File: src/rtl/dpod_pkg.sv
// Shared types, constants and calendar helpers for the date period overlap block.
// No dependencies; every other file imports this package.
package dpod_pkg;

  localparam int unsigned YEAR_W  = 14;
  localparam int unsigned MONTH_W = 4;
  localparam int unsigned DAY_W   = 5;
  localparam int unsigned DNUM_W  = 23;  // day number of any 14-bit year
  localparam int unsigned COUNT_W = 22;
  localparam int unsigned LANES   = 4;   // first start/end, second start/end
  localparam int unsigned STAGES  = 4;   // two lane stages plus two merge stages
  localparam int unsigned DIV_W   = 18;  // width of the divide-by-25 reciprocal
  localparam int unsigned DIV_SH  = 22;  // shift that goes with the reciprocal

  // floor(x / 25) = (x * DIV25_RECIP) >> DIV_SH for every x below 7989
  localparam logic [DIV_W-1:0] DIV25_RECIP = 18'd167773;
  localparam logic [14:0]      YEAR_BIAS   = 15'd399;

  // Months by number
  localparam logic [MONTH_W-1:0] MON_JAN = 4'd1;
  localparam logic [MONTH_W-1:0] MON_FEB = 4'd2;
  localparam logic [MONTH_W-1:0] MON_APR = 4'd4;
  localparam logic [MONTH_W-1:0] MON_JUN = 4'd6;
  localparam logic [MONTH_W-1:0] MON_SEP = 4'd9;
  localparam logic [MONTH_W-1:0] MON_NOV = 4'd11;
  localparam logic [MONTH_W-1:0] MON_DEC = 4'd12;

  localparam logic [COUNT_W-1:0] COUNT_MAX = '1;

  typedef struct packed {
    logic [YEAR_W-1:0]  year;
    logic [MONTH_W-1:0] month;
    logic [DAY_W-1:0]   day;
  } date_t;

  typedef struct packed {
    logic [DNUM_W-1:0] dnum;
    logic              bad;
  } day_res_t;

  // Days in the year before the first of the month; zero for codes with no month
  function automatic logic [8:0] days_before(input logic [MONTH_W-1:0] m);
    logic [8:0] r;
    unique case (m)
      4'd1:    r = 9'd0;
      4'd2:    r = 9'd31;
      4'd3:    r = 9'd59;
      4'd4:    r = 9'd90;
      4'd5:    r = 9'd120;
      4'd6:    r = 9'd151;
      4'd7:    r = 9'd181;
      4'd8:    r = 9'd212;
      4'd9:    r = 9'd243;
      4'd10:   r = 9'd273;
      4'd11:   r = 9'd304;
      4'd12:   r = 9'd334;
      default: r = 9'd0;
    endcase
    return r;
  endfunction

  // Length of a month in days
  function automatic logic [DAY_W-1:0] month_len(input logic [MONTH_W-1:0] m,
                                                  input logic leap);
    logic [DAY_W-1:0] r;
    if (m == MON_FEB) begin
      r = leap ? 5'd29 : 5'd28;
    end else if (m == MON_APR || m == MON_JUN || m == MON_SEP || m == MON_NOV) begin
      r = 5'd30;
    end else begin
      r = 5'd31;
    end
    return r;
  endfunction

endpackage

File: src/rtl/dpod_in_if.sv
// Input channel: valid/ready handshake carrying the two date periods.
// Depends on dpod_pkg for field widths.
interface dpod_in_if import dpod_pkg::*; ();
  logic               valid;
  logic               ready;
  logic [YEAR_W-1:0]  first_start_year;
  logic [MONTH_W-1:0] first_start_month;
  logic [DAY_W-1:0]   first_start_day;
  logic [YEAR_W-1:0]  first_end_year;
  logic [MONTH_W-1:0] first_end_month;
  logic [DAY_W-1:0]   first_end_day;
  logic [YEAR_W-1:0]  second_start_year;
  logic [MONTH_W-1:0] second_start_month;
  logic [DAY_W-1:0]   second_start_day;
  logic [YEAR_W-1:0]  second_end_year;
  logic [MONTH_W-1:0] second_end_month;
  logic [DAY_W-1:0]   second_end_day;

  modport source (
    output valid, first_start_year, first_start_month, first_start_day,
           first_end_year, first_end_month, first_end_day,
           second_start_year, second_start_month, second_start_day,
           second_end_year, second_end_month, second_end_day,
    input  ready
  );

  modport sink (
    input  valid, first_start_year, first_start_month, first_start_day,
           first_end_year, first_end_month, first_end_day,
           second_start_year, second_start_month, second_start_day,
           second_end_year, second_end_month, second_end_day,
    output ready
  );
endinterface

File: src/rtl/dpod_out_if.sv
// Output channel: valid/ready handshake carrying the overlap count and date flag.
// Depends on dpod_pkg for field widths.
interface dpod_out_if import dpod_pkg::*; ();
  logic               valid;
  logic               ready;
  logic [COUNT_W-1:0] overlap_days;
  logic               bad_date;

  modport source (
    output valid, overlap_days, bad_date,
    input  ready
  );

  modport sink (
    input  valid, overlap_days, bad_date,
    output ready
  );
endinterface

File: src/rtl/dpod_date_lane.sv
// One date lane: checks a date and turns it into a Gregorian day number.
// Two register stages; depends on dpod_pkg.
module dpod_date_lane import dpod_pkg::*; (
  input  logic     clk_i,
  input  logic     en_i,
  input  date_t    date_i,
  output day_res_t res_o
);

  // Stage A: bias the year and start both divide-by-25 multiplies
  logic [14:0]          t_yr;
  logic [12:0]          t_q4;
  logic [11:0]          y_q4;
  logic [30:0]          prod_t;
  logic [29:0]          prod_y;

  logic [14:0]          t_q;
  logic [7:0]           t_c100_q;   // (year + 399) / 100
  logic [11:0]          y_q4_q;     // year / 4
  logic [7:0]           y_c100_q;   // (year / 4) / 25
  logic [1:0]           y_lo_q;
  logic [MONTH_W-1:0]   month_q;
  logic [DAY_W-1:0]     day_q;

  assign t_yr   = 15'(date_i.year) + YEAR_BIAS;
  assign t_q4   = t_yr[14:2];
  assign y_q4   = date_i.year[13:2];
  assign prod_t = 31'(t_q4) * 31'(DIV25_RECIP);
  assign prod_y = 30'(y_q4) * 30'(DIV25_RECIP);

  always_ff @(posedge clk_i) begin
    if (en_i) begin
      t_q      <= t_yr;
      t_c100_q <= prod_t[DIV_SH+7:DIV_SH];
      y_q4_q   <= y_q4;
      y_c100_q <= prod_y[DIV_SH+7:DIV_SH];
      y_lo_q   <= date_i.year[1:0];
      month_q  <= date_i.month;
      day_q    <= date_i.day;
    end
  end

  // Stage B: leap rule, month check and the day number sum
  logic              div4, div100, div400, leap;
  logic [12:0]       y_back;
  logic [7:0]        t_c400;
  logic              date_ok;
  logic [DNUM_W-1:0] dnum;
  day_res_t          res_q;

  always_comb begin
    y_back  = 13'(y_c100_q) * 13'd25;
    div4    = (y_lo_q == 2'd0);
    div100  = div4 && (y_back == {1'b0, y_q4_q});
    div400  = div100 && (y_c100_q[1:0] == 2'd0);
    leap    = div4 && (!div100 || div400);
    t_c400  = {2'b00, t_c100_q[7:2]};
    date_ok = (month_q >= MON_JAN) && (month_q <= MON_DEC) &&
              (day_q != '0) && (day_q <= month_len(month_q, leap));
    dnum    = DNUM_W'(t_q) * DNUM_W'(365)
            + DNUM_W'(t_q[14:2])
            - DNUM_W'(t_c100_q)
            + DNUM_W'(t_c400)
            + DNUM_W'(days_before(month_q))
            + DNUM_W'((month_q > MON_FEB) && leap)
            + DNUM_W'(day_q);
  end

  always_ff @(posedge clk_i) begin
    if (en_i) begin
      res_q.dnum <= dnum;
      res_q.bad  <= !date_ok;
    end
  end

  assign res_o = res_q;

endmodule

File: src/rtl/dpod_merge.sv
// Merge stage: combines the four day numbers into the overlap count.
// Two register stages; depends on dpod_pkg.
module dpod_merge import dpod_pkg::*; (
  input  logic               clk_i,
  input  logic               en_i,
  input  day_res_t           lane_i [LANES],
  output logic [COUNT_W-1:0] overlap_days_o,
  output logic               bad_date_o
);

  // Stage 1: overlap test and choice of the shorter period
  logic [DNUM_W-1:0] s1, e1, s2, e2, len1, len2;
  logic              any_bad, disjoint, pick_first;

  logic [DNUM_W-1:0] cs_q, ce_q, os_q, oe_q;
  logic              live_q, bad_q;

  always_comb begin
    s1         = lane_i[0].dnum;
    e1         = lane_i[1].dnum;
    s2         = lane_i[2].dnum;
    e2         = lane_i[3].dnum;
    any_bad    = lane_i[0].bad || lane_i[1].bad || lane_i[2].bad || lane_i[3].bad;
    disjoint   = (e1 < s2) || (e2 < s1);
    len1       = (e1 > s1) ? e1 - s1 : '0;
    len2       = (e2 > s2) ? e2 - s2 : '0;
    pick_first = len1 < len2;
  end

  always_ff @(posedge clk_i) begin
    if (en_i) begin
      cs_q   <= pick_first ? s1 : s2;
      ce_q   <= pick_first ? e1 : e2;
      os_q   <= pick_first ? s2 : s1;
      oe_q   <= pick_first ? e2 : e1;
      live_q <= !any_bad && !disjoint;
      bad_q  <= any_bad;
    end
  end

  // Stage 2: clip [cs, ce-1] against [os, oe] and saturate
  logic [DNUM_W-1:0]  lo, hi, ce_m1;
  logic [DNUM_W:0]    span;
  logic [COUNT_W-1:0] cnt;
  logic [COUNT_W-1:0] cnt_q;
  logic               bad_out_q;

  always_comb begin
    ce_m1 = ce_q - DNUM_W'(1);
    lo    = (cs_q > os_q) ? cs_q : os_q;
    hi    = (ce_m1 < oe_q) ? ce_m1 : oe_q;
    span  = {1'b0, hi} - {1'b0, lo} + (DNUM_W+1)'(1);
    cnt   = '0;
    if (live_q && (ce_q > cs_q) && (hi >= lo)) begin
      cnt = (span > (DNUM_W+1)'(COUNT_MAX)) ? COUNT_MAX : span[COUNT_W-1:0];
    end
  end

  always_ff @(posedge clk_i) begin
    if (en_i) begin
      cnt_q     <= cnt;
      bad_out_q <= bad_q;
    end
  end

  assign overlap_days_o = cnt_q;
  assign bad_date_o     = bad_out_q;

endmodule

File: src/rtl/date_period_overlap_days.sv
// Top level of the date period overlap counter.
// Depends on dpod_pkg, dpod_in_if, dpod_out_if, dpod_date_lane and dpod_merge.
//
// Usage:
//   in_i carries one beat per pair of periods (first/second, start/end dates).
//   out_o returns one beat per input beat: overlap_days and bad_date.
//   Four date lanes convert the dates to day numbers side by side, then a
//   merge unit picks the shorter period and clips it against the other one.
// Pipeline: an accepted input beat passes two lane stages, then two merge
//   stages, before it leaves as its output beat.
// Throughput: one beat per cycle while out_o is not held; a new beat enters
//   while earlier ones are still in the lanes or the merge unit.
// Stall: the pipeline advances as a whole whenever the output register is
//   empty or being taken; while out_o is held, in_i.ready is low and every
//   stage holds its beat.
// Reset: rst_ni clears the stage valid bits only; the pipeline is empty and
//   in_i.ready is high right after reset. No configuration, no stored state.
module date_period_overlap_days import dpod_pkg::*; (
  input  logic clk_i,
  input  logic rst_ni,
  dpod_in_if.sink    in_i,
  dpod_out_if.source out_o
);

  logic              en;
  logic [STAGES-1:0] vld_q, vld_d;
  date_t             dates [LANES];
  day_res_t          lane_res [LANES];

  // Advance the whole pipeline when the output slot frees up
  assign en         = !vld_q[STAGES-1] || out_o.ready;
  assign in_i.ready = en;

  always_comb begin
    vld_d = vld_q;
    if (en) begin
      vld_d = {vld_q[STAGES-2:0], in_i.valid};
    end
  end

  always_ff @(posedge clk_i or negedge rst_ni) begin
    if (!rst_ni) begin
      vld_q <= '0;
    end else begin
      vld_q <= vld_d;
    end
  end

  // Route the four dates to their lanes
  assign dates[0] = '{in_i.first_start_year,  in_i.first_start_month,  in_i.first_start_day};
  assign dates[1] = '{in_i.first_end_year,    in_i.first_end_month,    in_i.first_end_day};
  assign dates[2] = '{in_i.second_start_year, in_i.second_start_month, in_i.second_start_day};
  assign dates[3] = '{in_i.second_end_year,   in_i.second_end_month,   in_i.second_end_day};

  for (genvar g = 0; g < LANES; g++) begin : g_lane
    dpod_date_lane u_lane (
      .clk_i  (clk_i),
      .en_i   (en),
      .date_i (dates[g]),
      .res_o  (lane_res[g])
    );
  end

  dpod_merge u_merge (
    .clk_i          (clk_i),
    .en_i           (en),
    .lane_i         (lane_res),
    .overlap_days_o (out_o.overlap_days),
    .bad_date_o     (out_o.bad_date)
  );

  assign out_o.valid = vld_q[STAGES-1];

  // A flagged date always reports an empty overlap
  a_bad_zero: assert property (@(posedge clk_i) disable iff (!rst_ni)
    (out_o.valid && out_o.bad_date) |-> (out_o.overlap_days == '0))
    else $error("bad_date beat with nonzero overlap count");

  // An output beat only appears after the previous stage held a beat
  a_out_from_pipe: assert property (@(posedge clk_i) disable iff (!rst_ni)
    $rose(out_o.valid) |-> $past(vld_q[STAGES-2]))
    else $error("output beat appeared from an empty stage");

  // An empty pipeline with no new beat stays empty at the output
  a_empty_stays: assert property (@(posedge clk_i) disable iff (!rst_ni)
    ((vld_q == '0) && !in_i.valid) |=> !out_o.valid)
    else $error("output valid without any beat in flight");

endmodule

File: src/flat_wrapper.sv
// flat-port wrapper written by rule: the top's interface ports become plain ports
module date_period_overlap_days_flat import dpod_pkg::*;
  (clk_i, rst_ni, in_i_valid, in_i_first_start_year, in_i_first_start_month, in_i_first_start_day, in_i_first_end_year, in_i_first_end_month, in_i_first_end_day, in_i_second_start_year, in_i_second_start_month, in_i_second_start_day, in_i_second_end_year, in_i_second_end_month, in_i_second_end_day, in_i_ready, out_o_valid, out_o_overlap_days, out_o_bad_date, out_o_ready);
  dpod_in_if in_i_i ();
  dpod_out_if out_o_i ();
  input  logic clk_i;
  input  logic rst_ni;
  input wire logic [$bits(in_i_i.valid)-1:0] in_i_valid;
  input wire logic [$bits(in_i_i.first_start_year)-1:0] in_i_first_start_year;
  input wire logic [$bits(in_i_i.first_start_month)-1:0] in_i_first_start_month;
  input wire logic [$bits(in_i_i.first_start_day)-1:0] in_i_first_start_day;
  input wire logic [$bits(in_i_i.first_end_year)-1:0] in_i_first_end_year;
  input wire logic [$bits(in_i_i.first_end_month)-1:0] in_i_first_end_month;
  input wire logic [$bits(in_i_i.first_end_day)-1:0] in_i_first_end_day;
  input wire logic [$bits(in_i_i.second_start_year)-1:0] in_i_second_start_year;
  input wire logic [$bits(in_i_i.second_start_month)-1:0] in_i_second_start_month;
  input wire logic [$bits(in_i_i.second_start_day)-1:0] in_i_second_start_day;
  input wire logic [$bits(in_i_i.second_end_year)-1:0] in_i_second_end_year;
  input wire logic [$bits(in_i_i.second_end_month)-1:0] in_i_second_end_month;
  input wire logic [$bits(in_i_i.second_end_day)-1:0] in_i_second_end_day;
  output wire logic [$bits(in_i_i.ready)-1:0] in_i_ready;
  output wire logic [$bits(out_o_i.valid)-1:0] out_o_valid;
  output wire logic [$bits(out_o_i.overlap_days)-1:0] out_o_overlap_days;
  output wire logic [$bits(out_o_i.bad_date)-1:0] out_o_bad_date;
  input wire logic [$bits(out_o_i.ready)-1:0] out_o_ready;
  assign in_i_i.valid = in_i_valid;
  assign in_i_i.first_start_year = in_i_first_start_year;
  assign in_i_i.first_start_month = in_i_first_start_month;
  assign in_i_i.first_start_day = in_i_first_start_day;
  assign in_i_i.first_end_year = in_i_first_end_year;
  assign in_i_i.first_end_month = in_i_first_end_month;
  assign in_i_i.first_end_day = in_i_first_end_day;
  assign in_i_i.second_start_year = in_i_second_start_year;
  assign in_i_i.second_start_month = in_i_second_start_month;
  assign in_i_i.second_start_day = in_i_second_start_day;
  assign in_i_i.second_end_year = in_i_second_end_year;
  assign in_i_i.second_end_month = in_i_second_end_month;
  assign in_i_i.second_end_day = in_i_second_end_day;
  assign in_i_ready = in_i_i.ready;
  assign out_o_valid = out_o_i.valid;
  assign out_o_overlap_days = out_o_i.overlap_days;
  assign out_o_bad_date = out_o_i.bad_date;
  assign out_o_i.ready = out_o_ready;
  date_period_overlap_days u_core (.clk_i(clk_i), .rst_ni(rst_ni), .in_i(in_i_i), .out_o(out_o_i));
endmodule
File: config.mk
export PLATFORM = sky130hd
export DESIGN_NAME = date_period_overlap_days_flat
export DESIGN_NICKNAME = d
export VERILOG_FILES = /design/src/rtl/dpod_pkg.sv /design/src/rtl/dpod_in_if.sv /design/src/rtl/dpod_out_if.sv /design/src/rtl/dpod_date_lane.sv /design/src/rtl/dpod_merge.sv /design/src/rtl/date_period_overlap_days.sv /design/src/flat_wrapper.sv
export SDC_FILE = /design/constraint.sdc
export NUM_CORES = 2
export LEC_CHECK = 0
export BUFFER_PORTS_ARGS = -buffer_cell sky130_fd_sc_hd__buf_4
export CAP_MARGIN = 10
export CELL_PAD_IN_SITES_DETAIL_PLACEMENT = 1
export CELL_PAD_IN_SITES_GLOBAL_PLACEMENT = 2
export CORE_ASPECT_RATIO = 1.2
export CORE_MARGIN = 10
export CORE_UTILIZATION = 30
export CTS_CLUSTER_SIZE = 8
export DETAILED_ROUTE_END_ITERATION = 10
export HOLD_SLACK_MARGIN = 0.1
export PLACE_DENSITY_LB_ADDON = 0.3
export SLEW_MARGIN = 40
export SYNTH_ARGS = -nofsm -noshare
export SYNTH_HDL_FRONTEND = slang
export SYNTH_HIERARCHICAL = 1
export SYNTH_SLANG_ARGS = --single-unit
File: constraint.sdc
create_clock -name clk_i -period 8.66 [get_ports clk_i]
set_clock_uncertainty 0.1 [all_clocks]
set_input_delay 0.866 -clock clk_i [delete_from_list [all_inputs] [get_ports clk_i]]
set_output_delay 0.866 -clock clk_i [all_outputs]
set_load 0.01 [all_outputs]
# ---- Word level (Yosys, flattened, before mapping)
# Memory sizes are Yosys's and may differ from the RTL's. A register that Yosys moved wholly into a read port is not among the register bits.
# Index checks and enable logic that the tools add are counted.
# W data, S select, Z words.
dict set report classes {
  addsub 33
  n_eq_ne 24
  order_cmp 26
  reduce_logical 75
  n_mul 16
  muxes 25
}
# op n
set op_table {}
lappend op_table {{$mux W23} 8}
lappend op_table {{$mul A12 B18 Y30 const B} 4}
lappend op_table {{$mul A13 B18 Y30 const B} 4}
lappend op_table {{$add A23 B1 Y23} 4}
lappend op_table {{$add A23 B13 Y23} 4}
lappend op_table {{$add A23 B5 Y23} 4}
lappend op_table {{$add A23 B6 Y23} 4}
lappend op_table {{$add A23 B9 Y23} 4}
lappend op_table {{$gt A23 B23 Y1} 4}
lappend op_table {{$lt A23 B23 Y1} 4}
lappend op_table {{$mul A15 B9 Y23 const B} 4}
lappend op_table {{$sub A23 B8 Y23} 4}
lappend op_table {{$add A14 B9 Y15 const B} 4}
lappend op_table {{$eq A13 B12 Y1} 4}
lappend op_table {{$mul A8 B5 Y13 const B} 4}
lappend op_table {{$sub A23 B23 Y23} 2}
lappend op_table {{$eq A4 B3 Y1 const B} 8}
lappend op_table {{$eq A4 B4 Y1 const B} 8}
lappend op_table {{$logic_and A1 B1 Y1} 31}
lappend op_table {{$add A24 B1 Y24 const B} 1}
lappend op_table {{$gt A24 B22 Y1 const B} 1}
lappend op_table {{$sub A23 B23 Y24} 1}
lappend op_table {{$ge A23 B23 Y1} 1}
lappend op_table {{$sub A23 B1 Y23 const B} 1}
lappend op_table {{13 further kinds} 81}
dict set report word_totals {
  out_inout_bits 25
  register_bits 433
  word_cells 248
  mem_count 4
  rom_bits 576
}
# memory depth word_bits read_ports rd_clocked_by_memory_dff wr line
set mem_list {}
lappend mem_list {{(name not given)} 16 9 1 1 0 dpod_pkg.sv:44} ;# unique case (m)
lappend mem_list {{(name not given)} 16 9 1 1 0 dpod_pkg.sv:44}
lappend mem_list {{(name not given)} 16 9 1 1 0 dpod_pkg.sv:44}
lappend mem_list {{(name not given)} 16 9 1 1 0 dpod_pkg.sv:44}

# ---- Logic depth before layout (Yosys ltp)
dict set report depth {
  ltp_word 11
  ltp_mapped 31
  mapped_depth_nobuf 29
}

# ---- Hierarchy
# Netlist, hierarchy kept.
# mod instances area_each_um2 cells_per_inst
set by_module_without_submodules {}
lappend by_module_without_submodules {{dpod_date_lane (u_core.g_lane[3].u_lane)} 1 15900.2 1494}
lappend by_module_without_submodules {{dpod_date_lane (u_core.g_lane[2].u_lane)} 1 15556.2 1447}
lappend by_module_without_submodules {{dpod_date_lane (u_core.g_lane[0].u_lane)} 1 15462.3 1409}
lappend by_module_without_submodules {{dpod_date_lane (u_core.g_lane[1].u_lane)} 1 15412.3 1410}
lappend by_module_without_submodules {dpod_merge 1 13314.0 1391}
lappend by_module_without_submodules {date_period_overlap_days 1 166.4 9}

# ---- Worst setup path before layout
# No wires, ideal clock.
dict set report synth_timing {
  path_kind {input to register}
  from {input port in_i_first_start_year[3]}
  to {register u_core.g_lane[0].u_lane.t_c100_q[5], data pin}
  required_time_ps 8297
  path_stages 25
  n_path_buf 0
  path_slack_ps 1465
  t_arrival_ps 6833
  cell_sequence {inv_1 ha_1 inv_2 o21ai_1 a41oi_1 o21ai_1 xor2_1 inv_1 fa_1 fa_1 inv_1 fa_1 inv_1 fa_1 fa_1 inv_1 ha_1 a21o_1 a21o_1 a211o_1 o2bb2ai_2 o31a_1 o21a_2 o41ai_2 xnor2_1}
}
dict set report synth_via {
  elab_chain_cells 2
}
# item line
set synth_lines {}
lappend synth_lines {{start: declaration} flat_wrapper.sv:9} ;# input wire logic [$bits(in_i_i.first_start_year)-1:0] in_i_first_start_year;
lappend synth_lines {{$add A14 B9 Y15} dpod_date_lane.sv:25} ;# assign t_yr = 15'(date_i.year) + YEAR_BIAS;
lappend synth_lines {{named net u_core.g_lane[0].u_lane.t_yr[10]} dpod_date_lane.sv:11} ;# logic [14:0] t_yr;
lappend synth_lines {{$mul A13 B18 Y30} dpod_date_lane.sv:28} ;# assign prod_t = 31'(t_q4) * 31'(DIV25_RECIP);
lappend synth_lines {{named net u_core.g_lane[0].u_lane.prod_t[27]} dpod_date_lane.sv:14} ;# logic [30:0] prod_t;
lappend synth_lines {{end signal: assignment} dpod_date_lane.sv:34} ;# t_c100_q <= prod_t[DIV_SH+7:DIV_SH];
lappend synth_lines {{end: declaration} dpod_date_lane.sv:18} ;# logic [7:0] t_c100_q;
# The timed path passes the listed nets, and every way through them passes these cells.
# A chain may end at the register's enable or synchronous reset.

# ---- Final worst setup path
dict set report layout_timing {
  from {register u_core.u_merge.ce_q[5]}
  to {register u_core.u_merge.cnt_q[15], in the netlist u_core/u_merge/overlap_days_o[15], data pin}
}
dict set report layout_via {
  elab_chain_cells 7
  elab_cells_between_ends 11
  cone_classes {add/sub: 3; order compare: 4; mux: 2; reduce/logical: 2}
}
# item line
set layout_lines {}
lappend layout_lines {{start: declaration} dpod_merge.sv:15} ;# logic [DNUM_W-1:0] cs_q, ce_q, os_q, oe_q;
lappend layout_lines {{start signal: assignment} dpod_merge.sv:33} ;# ce_q <= pick_first ? e1 : e2;
lappend layout_lines {{$sub A23 B1 Y23} dpod_merge.sv:49} ;# ce_m1 = ce_q - DNUM_W'(1);
lappend layout_lines {{$lt A23 B23 Y1} dpod_merge.sv:51} ;# hi = (ce_m1 < oe_q) ? ce_m1 : oe_q;
lappend layout_lines {{$mux W23} dpod_merge.sv:51}
lappend layout_lines {{$sub A23 B23 Y24} dpod_merge.sv:52} ;# span = {1'b0, hi} - {1'b0, lo} + (DNUM_W+1)'(1);
lappend layout_lines {{$add A24 B1 Y24} dpod_merge.sv:52}
lappend layout_lines {{$gt A24 B22 Y1} dpod_merge.sv:55} ;# cnt = (span > (DNUM_W+1)'(COUNT_MAX)) ? COUNT_MAX : span[COUNT_W-1:0];
lappend layout_lines {{$mux W22} dpod_merge.sv:55}
lappend layout_lines {{end signal: assignment} dpod_merge.sv:61} ;# cnt_q <= cnt;
lappend layout_lines {{end: declaration} dpod_merge.sv:45} ;# logic [COUNT_W-1:0] cnt_q;
# Parallel ways exist; a longest one is shown, timed or not.

==> out/qor.yml <==
run_status:
  status: "completed"
worst_hold_path:
  worstHoldEndpoint: "u_core/g_lane[1].u_lane/day_q[4]$_DFFE_PP_"
  holdPathStages: 1
  holdCritStartpoint: "in_i_first_end_day[4]"
  hp-class: "in2reg"
final_layout:
  fin_util_pct: 33.2
  stdcell_count: 10800
  fill_cells: 28400
  fin_nets: 10100
  area_growth_pct: 10.2
  drive_above_1_share_pct: 5.84
routing:
  routed_wl_um: 202000
  ant_nets: 0
  drt_iter0_drc: 1555
  wl_per_cell_um: 18.7
  vias: 49500
  drt-vias-per-instance: 4.59
  dr.pass1.iters: 5
  drc: 0
timing:
  slew_headroom_pct: 45.1
  slew_violations: 0
  tns_ns: 0
  min_period_over_period_pct: 90.2
  hold_viol: 0
  max_freq_mhz: 128
  period_needed_ns: 7.81
  tightest_slew_ns: 0.823
  rsz0062_at_grt: "false"
  setup_viol: 0
worst_setup_path:
  critPathSlowestCell: "or4_1"
  crit_required_ns: 9.08
  slowest_delay_ns: 0.56
  reg2reg_to: "u_core/u_merge/overlap_days_o[15]$_SDFFCE_PN0P_"
  path_class: "reg2reg"
  cp-start-kind: "flip-flop"
  r2r_start: "u_core/u_merge/ce_q[5]$_DFFE_PP_"
  worst_r2r_path_depth: 27
  critPathMaxFanout: 22
  rrSetupSlack_ns: 0.85
  endpoint_kind: "flip-flop"
  crit_arrival_ns: 8.23
synth:
  synth_cells: 7160
  netlist_top_cells_count: "1,773 x inv_1, 1,576 x ha_1, 1,009 x fa_1"
  syn_area_mm2: 0.0758
  syn-num-nets: 9841
  ys_seq_area_share_pct: 18.1
  yosys-top-cells-area: "fa_1 27%, ha_1 26%, edfxtp_1 17%"
  synth_edf_count: 429
  yosys.area.top_type: "fa_1"
  synth-seq-cells: 469
  async_reset_ff_share_pct: 0.853
  synth.distinct_cells: 98
  yosysWarnings: 6
  synth_top_area_share_pct: 26.6
  synth.most_common_cell: "inv_1"
  ys.flop_type: "edfxtp_1"
  avgSynthCellArea_um2: 10.6
floorplan:
  io_pins: 121
  die_w_um: 479
  coreArea_mm2: 0.252
  die-height_um: 571
  start_util_pct: 30.1
  num_rows: 202
  dieArea_mm2: 0.273
clocking:
  clock_sinks: 469
  clk_path_buf_depth: 3
  tritoncts: "built"
  insertion_delay_ns: 0.67
  cts_buffers: 74
  cts_root_buf: "clkbuf_16"
  cts-resized-gates: 0
  path_clk_slew_ns: 0.05
  cts_htree_levels: 3
global_route:
  grt_pass1_wl_um: 324000
  grt_remaining_overflow: 0
  antenna_found_initial: 13
  grt_usage_pct: 14.9
  grt_pass1_vias: 57300
  grt_max_degree: 62
placed_design:
  placedCellCount: 10700
  port_buffers: 120
  gp_congestion: 0.849
  hpwl_um: 177000
flow_run:
  maxCapViolations: 0
-- cells by family (layout without fill, tap and decap cells) --
| group | count (synthesis) | count (layout) | synth area share, % |
|---|---|---|---|
| muxes | 183 | 183 | 2.72 |
| AOI/OAI and AO/OA | 903 | 903 | 7.79 |
| and+or+nand+nor | 855 | 855 | 5.62 |
| other | 0 | 2 | 0 |
| DFF | 469 | 469 | 18.1 |
| adders and majority gates | 2585 | 2585 | 52.7 |
| buffers and inverters | 1811 | 2079 | 9.04 |
| xor gates and xnor gates | 354 | 354 | 4.09 |
-- state kept, by name (all words and copies together) (netlist names), named ones only --
signal,count
u_core/g_lane.u_lane/y_q4_q,48
u_core/g_lane.u_lane/t_c100_q,32
u_core/u_merge/overlap_days_o,22
u_core/g_lane.u_lane/y_lo_q,8
u_core/u_merge/bad_q,1
u_core/u_merge/live_q,1
u_core/g_lane.u_lane/day_q,20
u_core/u_merge/ce_q,23
u_core/g_lane.u_lane/t_q,60
u_core/u_merge/oe_q,23
u_core/vld_q,4
u_core/u_merge/bad_date_o,1
u_core/g_lane.u_lane/month_q,16
u_core/u_merge/os_q,23
u_core/u_merge/cs_q,23
u_core/g_lane.u_lane/y_c100_q,32
u_core/g_lane.u_lane/res_o,96
-- layout by cell type, fill, tap and decap left out, types with 11 or more instances in the layout --
master	netlist	final
inv_1	1773	1773
ha_1	1576	1576
fa_1	1009	1009
edfxtp_1	429	429
a21oi_1	275	274
xnor2_1	237	233
nand2_1	216	216
nor2_1	206	206
buf_4	4	176
o21ai_0	167	167
xor2_1	117	117
a21o_1	107	107
mux2i_1	107	102
clkbuf_16	0	77
nand3_1	76	76
nor3_1	59	59
nand4_1	46	46
a211oi_1	43	43
nor2b_1	42	42
nand2b_1	40	40
mux2_2	39	39
mux2_4	37	37
o21a_1	36	36
o21bai_1	36	36
dfxtp_1	36	36
o211ai_1	30	30
clkbuf_1	21	29
o21ai_1	26	26
and3_1	26	26
nor4_1	26	25
a31oi_1	24	24
and2_1	19	19
or2_2	17	17
or3_1	17	17
o31ai_1	18	15
and4_1	13	13
nand3b_1	13	13
a31o_2	11	11
or4_1	11	11
-- area by class of cell --
type / instances / area [um2] / share of cell area, %
Clock buffer: 107 / 2050 / 2.45
Antenna cell: 2 / 5.00 / 0.00599
Multi-Input combinational cell: 4880 / 55400 / 66.2
Sequential cell: 469 / 13700 / 16.4
Inverter: 1776 / 6670 / 7.98
Tap cell: 3366 / 4210 / 5.04
Timing Repair Buffer: 180 / 1370 / 1.64
Clock inverter: 16 / 198 / 0.237
-- metal layers --
layer	vias to the layer above	part of all wire, %	track usage, %
met2	423	50	27.0
met3	209	2.5	1.84
li1	23900	-	-
met5	-	0.046	0
met1	25000	45	19.0
met4	14	2.2	3.22
-- how the worst max path moves through the flow --
stage / from / to / slack (ns) / depth (start not counted)
floorplan: in_i_first_start_year[3] / u_core/g_lane[0].u_lane/t_c100_q[5]$_DFFE_PP_ / 1.46 / 25
global placement: in_i_first_end_year[3] / u_core/g_lane[1].u_lane/t_c100_q[7]$_DFFE_PP_ / 0.51 / 27
detailed placement: in_i_first_end_year[3] / u_core/g_lane[1].u_lane/t_c100_q[7]$_DFFE_PP_ / 0.48 / 27
CTS: u_core/u_merge/ce_q[5]$_DFFE_PP_ / u_core/u_merge/overlap_days_o[15]$_SDFFCE_PN0P_ / 0.49 / 28
global route: u_core/u_merge/ce_q[5]$_DFFE_PP_ / u_core/u_merge/overlap_days_o[15]$_SDFFCE_PN0P_ / 0.18 / 27
finish: u_core/u_merge/ce_q[5]$_DFFE_PP_ / u_core/u_merge/overlap_days_o[15]$_SDFFCE_PN0P_ / 0.85 / 27
-- critical path: cells and delay by family, from the launching register on --
family                   cells  cell delay [ns]
adder cells (fa/ha/maj)      3             0.97
flip-flops                   1             0.43
multiplexers                 2             0.56
XOR/XNOR                     1             0.27
AND/OR/NAND/NOR              7             2.33
AO/OA/AOI/OAI               12             2.65
buffers and inverters        2             0.36
-- through the flow --
stage	cell area, um2	worst slack (ns)	hold WS (ns)
final	83600	0.846	0.269
after global placement	81200	0.509	0.347
after CTS	83500	0.490	0.204
after detailed placement	81200	0.478	0.361
after global routing	83600	0.178	0.204
after floorplan	75800	1.46	0.300
-- what timing repair did --
item,4_1_cts,5_1_grt
setup endpoints to repair,0,4
setup buffers,0,3
hold endpoints to repair,4,0
hold buffers,1,0
Power is not shown: default switching activity piles up to over one toggle a cycle in this logic, so the estimate is an artifact.
